==> src/rtl/sioj_ram.sv <==
// ----------------------------------------------------------------------------
// sioj_ram
// Generic simple dual port RAM, one write port, one registered read port
// with read enable (read data holds while the enable is low).
// ----------------------------------------------------------------------------
module sioj_ram #(
    parameter int WIDTH = 8,
    parameter int DEPTH = 16
) (
    input  logic                     clk,
    input  logic                     wr_en,
    input  logic [$clog2(DEPTH)-1:0] wr_addr,
    input  logic [WIDTH-1:0]         wr_data,
    input  logic                     rd_en,
    input  logic [$clog2(DEPTH)-1:0] rd_addr,
    output logic [WIDTH-1:0]         rd_data
);

    logic [WIDTH-1:0] mem [DEPTH];

    // write port
    always_ff @(posedge clk)
    begin
        if (wr_en)
        begin
            mem[wr_addr] <= wr_data;
        end
    end

    // registered read port
    always_ff @(posedge clk)
    begin
        if (rd_en)
        begin
            rd_data <= mem[rd_addr];
        end
    end

endmodule

==> config.mk <==
export PLATFORM = sky130hd
export DESIGN_NAME = sioj_ram
export DESIGN_NICKNAME = d
export VERILOG_FILES = /design/src/rtl/sioj_ram.sv
export SDC_FILE = /design/constraint.sdc
export NUM_CORES = 1
export LEC_CHECK = 0
export ABC_AREA = 1
export BUFFER_PORTS_ARGS = -buffer_cell sky130_fd_sc_hd__buf_2
export CORE_ASPECT_RATIO = 1.1
export CORE_MARGIN = 1.5
export CORE_UTILIZATION = 60
export DETAILED_ROUTE_END_ITERATION = 8
export PLACE_DENSITY = 0.75
export SYNTH_ARGS = -nofsm -noshare
export SYNTH_HDL_FRONTEND = slang
export SYNTH_SLANG_ARGS = --single-unit
==> constraint.sdc <==
create_clock -name clk -period 2.39 [get_ports clk]
set_input_delay 0.1195 -clock clk [delete_from_list [all_inputs] [get_ports clk]]
set_output_delay 0.1195 -clock clk [all_outputs]
set_load 0.01 [all_outputs]
==> results of run 1 <==
-- cell type report --
| class | instances | area (um2) | area share |
|---|---|---|---|
| multi-input combinational | 289 | 1210 | 0.183 |
| sequential | 136 | 4080 | 0.616 |
| clock inverter | 14 | 183 | 0.0275 |
| clock buffer | 17 | 414 | 0.0625 |
| timing repair buffer | 34 | 208 | 0.0313 |
| inverter | 102 | 383 | 0.0577 |
| tap | 117 | 146 | 0.0221 |
-- metrics by stage --
stage / total power [W] / setup WS [ns] / hold WS, ns / instance area [um2]
detailed placement: 0.00306 / 0.589 / 0.491 / 6010
global placement: 0.00305 / 0.626 / 0.489 / 6010
floorplan: 0.00294 / 1.32 / 0.218 / 5850
global route: 0.00576 / 1.01 / 0.0166 / 6630
finish: 0.00563 / 1.10 / 0.0172 / 6630
CTS: 0.00564 / 1.13 / 0.0138 / 6630
-- registers in the layout, summed over array words and instances (netlist names) --
name and cells:
rd_data 8, mem 128
-- metal layers --
| metal | up-vias | GRT usage | part of all wire |
|---|---|---|---|
| met5 | - | 0 | 0 |
| met4 | 0 | 0.121 | 0.033 |
| met3 | 40 | 0.0703 | 0.075 |
| met2 | 193 | 0.393 | 0.46 |
| met1 | 1821 | 0.358 | 0.44 |
| li1 | 1844 | - | - |
-- Yosys cell counts --
master and number:
buf_2 13, nor2_1 17, buf_4 4, edfxtp_1 136, buf_6 6, inv_1 100, nand3_1 97, nand3b_1 2
buf_1 1, nand2_1 173, inv_2 2
-- logic make-up (layout without fill, tap and decap cells) --
family,count (synthesis),in the layout,synth area share
buf+inv,126,167,0.0939
flops,136,136,0.698
simple gates,289,289,0.208
-- power by group --
part	leakage [nW]	switching, W	internal [W]
combinational	1.34	0.000227	0.0000874
clock	0.284	0.000933	0.00167
sequential	1.24	0.0000154	0.00269
total	2.86	0.00118	0.00445
-- worst register-to-register path: cells and delay by family (launching register included) --
kind	cells	cell delay, ns
simple gates	5	0.50
flops	1	0.38
buf+inv	1	0.07
-- repair_timing --
action | in CTS | in global routing
hold buffers | 2 | 0
hold endpoints to repair | 9 | 0
setup buffers | 0 | 0
-- final timing paths --
path,startpoint,endpoint
worst min register to register,mem[10][6],rd_data[6]
worst max-delay path,rd_addr[1],rd_data[7]
worst max register to register,mem[1][3],rd_data[3]
worst min-delay path,wr_data[4],mem[12][4]
==> metrics.txt, run 1 <==
outcome finished clean; CP max stage delay about 0.49 ns; R2R depth 6; routed len/inst 17.7 um; Setup TNS 0 ns; Reg2Reg Setup Slack 1.20 ns; share of the synthesized area in the top cell type 0.698; die height roughly 110 um; CTS sink count around 140; Worst Max-Slew Pin Slew a little over 0.9 ns; Highest Clock Rate about 800 MHz; input/output buffers 26; CTS tree yes; Initial DRC Count 403; Final Hold Vio Count 0; Vias per Instance ~5.5; Max IR drop VDD 629 uV; nets 599; pin count of the biggest net entering global routing 65; slew margin rel. 0.385; # diodes 0; commonest non-fill, non-tap cells in the layout nand2_1, edfxtp_1, inv_1; Cell variety after synth 11; Hold Path Class input port to register; post-synthesis sequential element count around 140; All-Layer GR Usage 0.261; number of cell rows 37; max_cap viols 0; fill count 660; Seq/Total Area, Yosys 0.698; area delta synth->final 13.4%; syn_nets 570; Synthesis Warnings 0; top cells by area, synth edfxtp_1, nand2_1, nand3_1, inv_1, buf_6; post-DP HPWL 7.69 mm; core region area 9400 um2; die area 10300 um2; CP top delay family buffers and inverters; post-route insts no fill just over 700; # DRC 0; Critical Path RT 2.67 ns; Die Span X 97.1 um; CTS root buffer clkbuf_8; hold-critical path depth 1; placed cell count 676; Crit path buffers/inverters 2; Pins Over Slew Limit 0; detailed-route via count just under 4000; critical-path maximum fanout 33; number of global-route vias before repair 3792; Final ANT Viol Nets 0; Clock Skew about 0.0044 ns; Crit. End Element register; layout cells sized above 1 0.106; Synth Cell Area about 5800 um2; initial antenna violation count 0; Num CTS Buffers 17; Total Wirelength between 10 and 15 mm; Period Utilization, post-route 0.538; First-pass DRT Iterations 5; Avg Inst Size Synth about 11 um2; H-Tree Level Count 4; gpl congestion approximately 0.9; clock period minus worst slack ~1.3 ns; Final Setup Violations 0; clock transition at the registers of the reported paths 0.06 ns; most common cell after layout, fill and taps aside nand2_1; Worst Path Class, Setup input port to register; Remaining Overflow, GRT 0; Leak between 2 and 3 nW; initial core utilization 0.622; gate count after technology mapping around 550; arrival time at the worst endpoint roughly 1.6 ns; CTS Buffer Depth 2; post-layout util 0.706; Startpoint Class input port; crit path cell chain buf_2 > inv_2 > nand3_1 > nand3_1 > nand3_1 > nand2_1; first-pass GRT wire length 19.9 mm; pwr dens about 850 nW/um2; worst skew pair latency 0.52 ns; Top Ports 27; Resized cells post-CTS 0; RSZ-0062 raised after global routing false; Worst path depth 6; Synth area leader edfxtp_1; most used cell, CP nand3_1; Worst path slowest cell buf_2
Note: power is estimated with default switching activity, not from simulation.
==> inputs of run 2 (changes only) <==
clock period = 1.2 ns   (was 2.39 ns; I/O delays follow)
==> metrics.txt, run 2 (synthesis gave the netlist of run 1 again) <==
pwr dens 1540 nW/um2 (+81%); Critical Path RT 1.48 ns (-1.19 ns); H-Tree Level Count 4 (unchanged); Startpoint Class register; Worst Max-Slew Pin Slew 0.617 ns (-0.302 ns); Clock Skew 0.00360 ns (-0.000815 ns); # diodes 0 (unchanged); Post-Layout Inst Area 6790 um2 (+2.4%); First-pass DRT Iterations 5 (unchanged); commonest non-fill, non-tap cells in the layout nand2_1, edfxtp_1, inv_1; Pwr Total 0.0105 W (+86%); placed inst area 6170 um2 (+2.6%); clock period minus worst slack 1.13 ns; Top reg by flops mem; critical-path maximum fanout 1 (-97%); arrival time at the worst endpoint 1.41 ns (-0.15 ns); routed len/inst 17.0 um (-4.0%); most common cell after layout, fill and taps aside nand2_1; Final Hold Vio Count 0 (unchanged); RSZ-0062 raised after global routing false; largest registers mem: 128 flops, rd_data: 8 flops; Leak 2.96 nW (+3.7%); post-DP HPWL 7.54 mm (-2.0%); pre-CTS setup slack -0.0797 ns (-0.669 ns); outcome finished clean; setup repair bufs after CTS 0 (unchanged); Num CTS Buffers 17 (unchanged); slew margin rel. 0.588 (+0.203); input/output buffers 26 (unchanged); layout cells sized above 1 0.133 (+0.0269); Remaining Overflow, GRT 0 (unchanged); Period Utilization, post-route 0.941; Total Wirelength 12.4 mm (-0.90%); Highest Clock Rate ~890 MHz; nets 625 (+4.3%); CTS root buffer clkbuf_8; max_cap viols 0 (unchanged); number of cell rows 37 (unchanged); All-Layer GR Usage 0.258 (-0.00299); core region area 9400 um2 (unchanged); Vias per Instance 5.41 (-1.7%); initial core utilization 0.622 (unchanged); gpl congestion 0.858 (-2.4%); Hold Path Class input port to register; CTS tree yes; first-pass GRT wire length 19.6 mm (-1.2%); pin count of the biggest net entering global routing 36 (-45%); number of global-route vias before repair 3831 (+1.0%); final worst slack 0.0704 ns (-1.03 ns); Final ANT Viol Nets 0 (unchanged); Pins Over Slew Limit 0 (unchanged); die height 107 um (unchanged); Max IR drop VDD 1120 uV (+78%); area delta synth->final 16.1%; Initial DRC Count 330 (-18%); Top Ports 27 (unchanged); detailed-route via count 3957 (+1.5%); clock transition at the registers of the reported paths 0.05 ns (about the same); fill count 637 (-3.5%); Final Setup Violations 0 (unchanged); # DRC 0 (unchanged); Crit. End Element register; CTS sink count 136 (unchanged); max FFs per register 128 (unchanged); CTS Buffer Depth 2 (unchanged); Die Span X 97.1 um (unchanged); worst skew pair latency 0.53 ns (about the same); post-layout util 0.722 (+0.0168); initial antenna violation count 0 (unchanged); die area 10300 um2 (unchanged); Worst Path Class, Setup register to register
run 2: metal layers:
metal  share of wire  track usage  vias up
met5               0            0        -
met2            0.48        0.410      190
met3           0.083       0.0559       23
met4           0.021        0.110        0
li1                -            -     1885
met1            0.41        0.348     1859
run 2: cell type report:
class / instances / area, um2 / share of cell area
repair buffers: 60 / 433 / 0.0638
multi-input cells: 289 / 1260 / 0.185
well taps: 117 / 146 / 0.0216
clock buffers: 19 / 422 / 0.0621
inverters: 102 / 383 / 0.0564
clock inverters: 9 / 62.6 / 0.00921
flip-flops and latches: 136 / 4080 / 0.602
run 2: path summary, 6_finish.rpt:
path,end,depth (start not counted),slack [ns],startpoint
worst min-delay path,rd_data[7],4,0.07,rd_addr[3]
worst min register to register,rd_data[6],6,0.78,mem[4][6]
worst max-delay path,rd_data[1],6,0.07,mem[2][1]
worst max register to register,rd_data[1],6,0.07,mem[2][1]
run 2: timing repair:
action,CTS,global route
gates resized for setup,0,9
hold buffers,9,0
endpoints found under the hold margin,136,0
setup endpoints to repair,0,7
run 2: through the flow:
step           TNS [ns]  std cells  hold WS, ns
4_1_cts               0        732       0.0293
6_report              0        732       0.0696
2_1_floorplan         0        551        0.159
3_5_place_dp     -0.451        695        0.421
3_3_place_gp     -0.274        695        0.424
5_1_grt               0        732       0.0974
run 2: where the power goes:
part	internal, W	switching (W)	total (W)
logic	0.000222	0.000476	0.000698
clock network	0.00264	0.00174	0.00438
registers	0.00535	0.0000247	0.00538
total	0.00822	0.00224	0.0105
run 2: worst max-delay path, cell delays in order, from the launching register on:
cell	delay (ns)
edfxtp_1	0.36
nand2_1	0.08
nand2_1	0.05
nand2_1	0.06
nand3_1	0.09
nand3_1	0.13
nand2_1	0.09
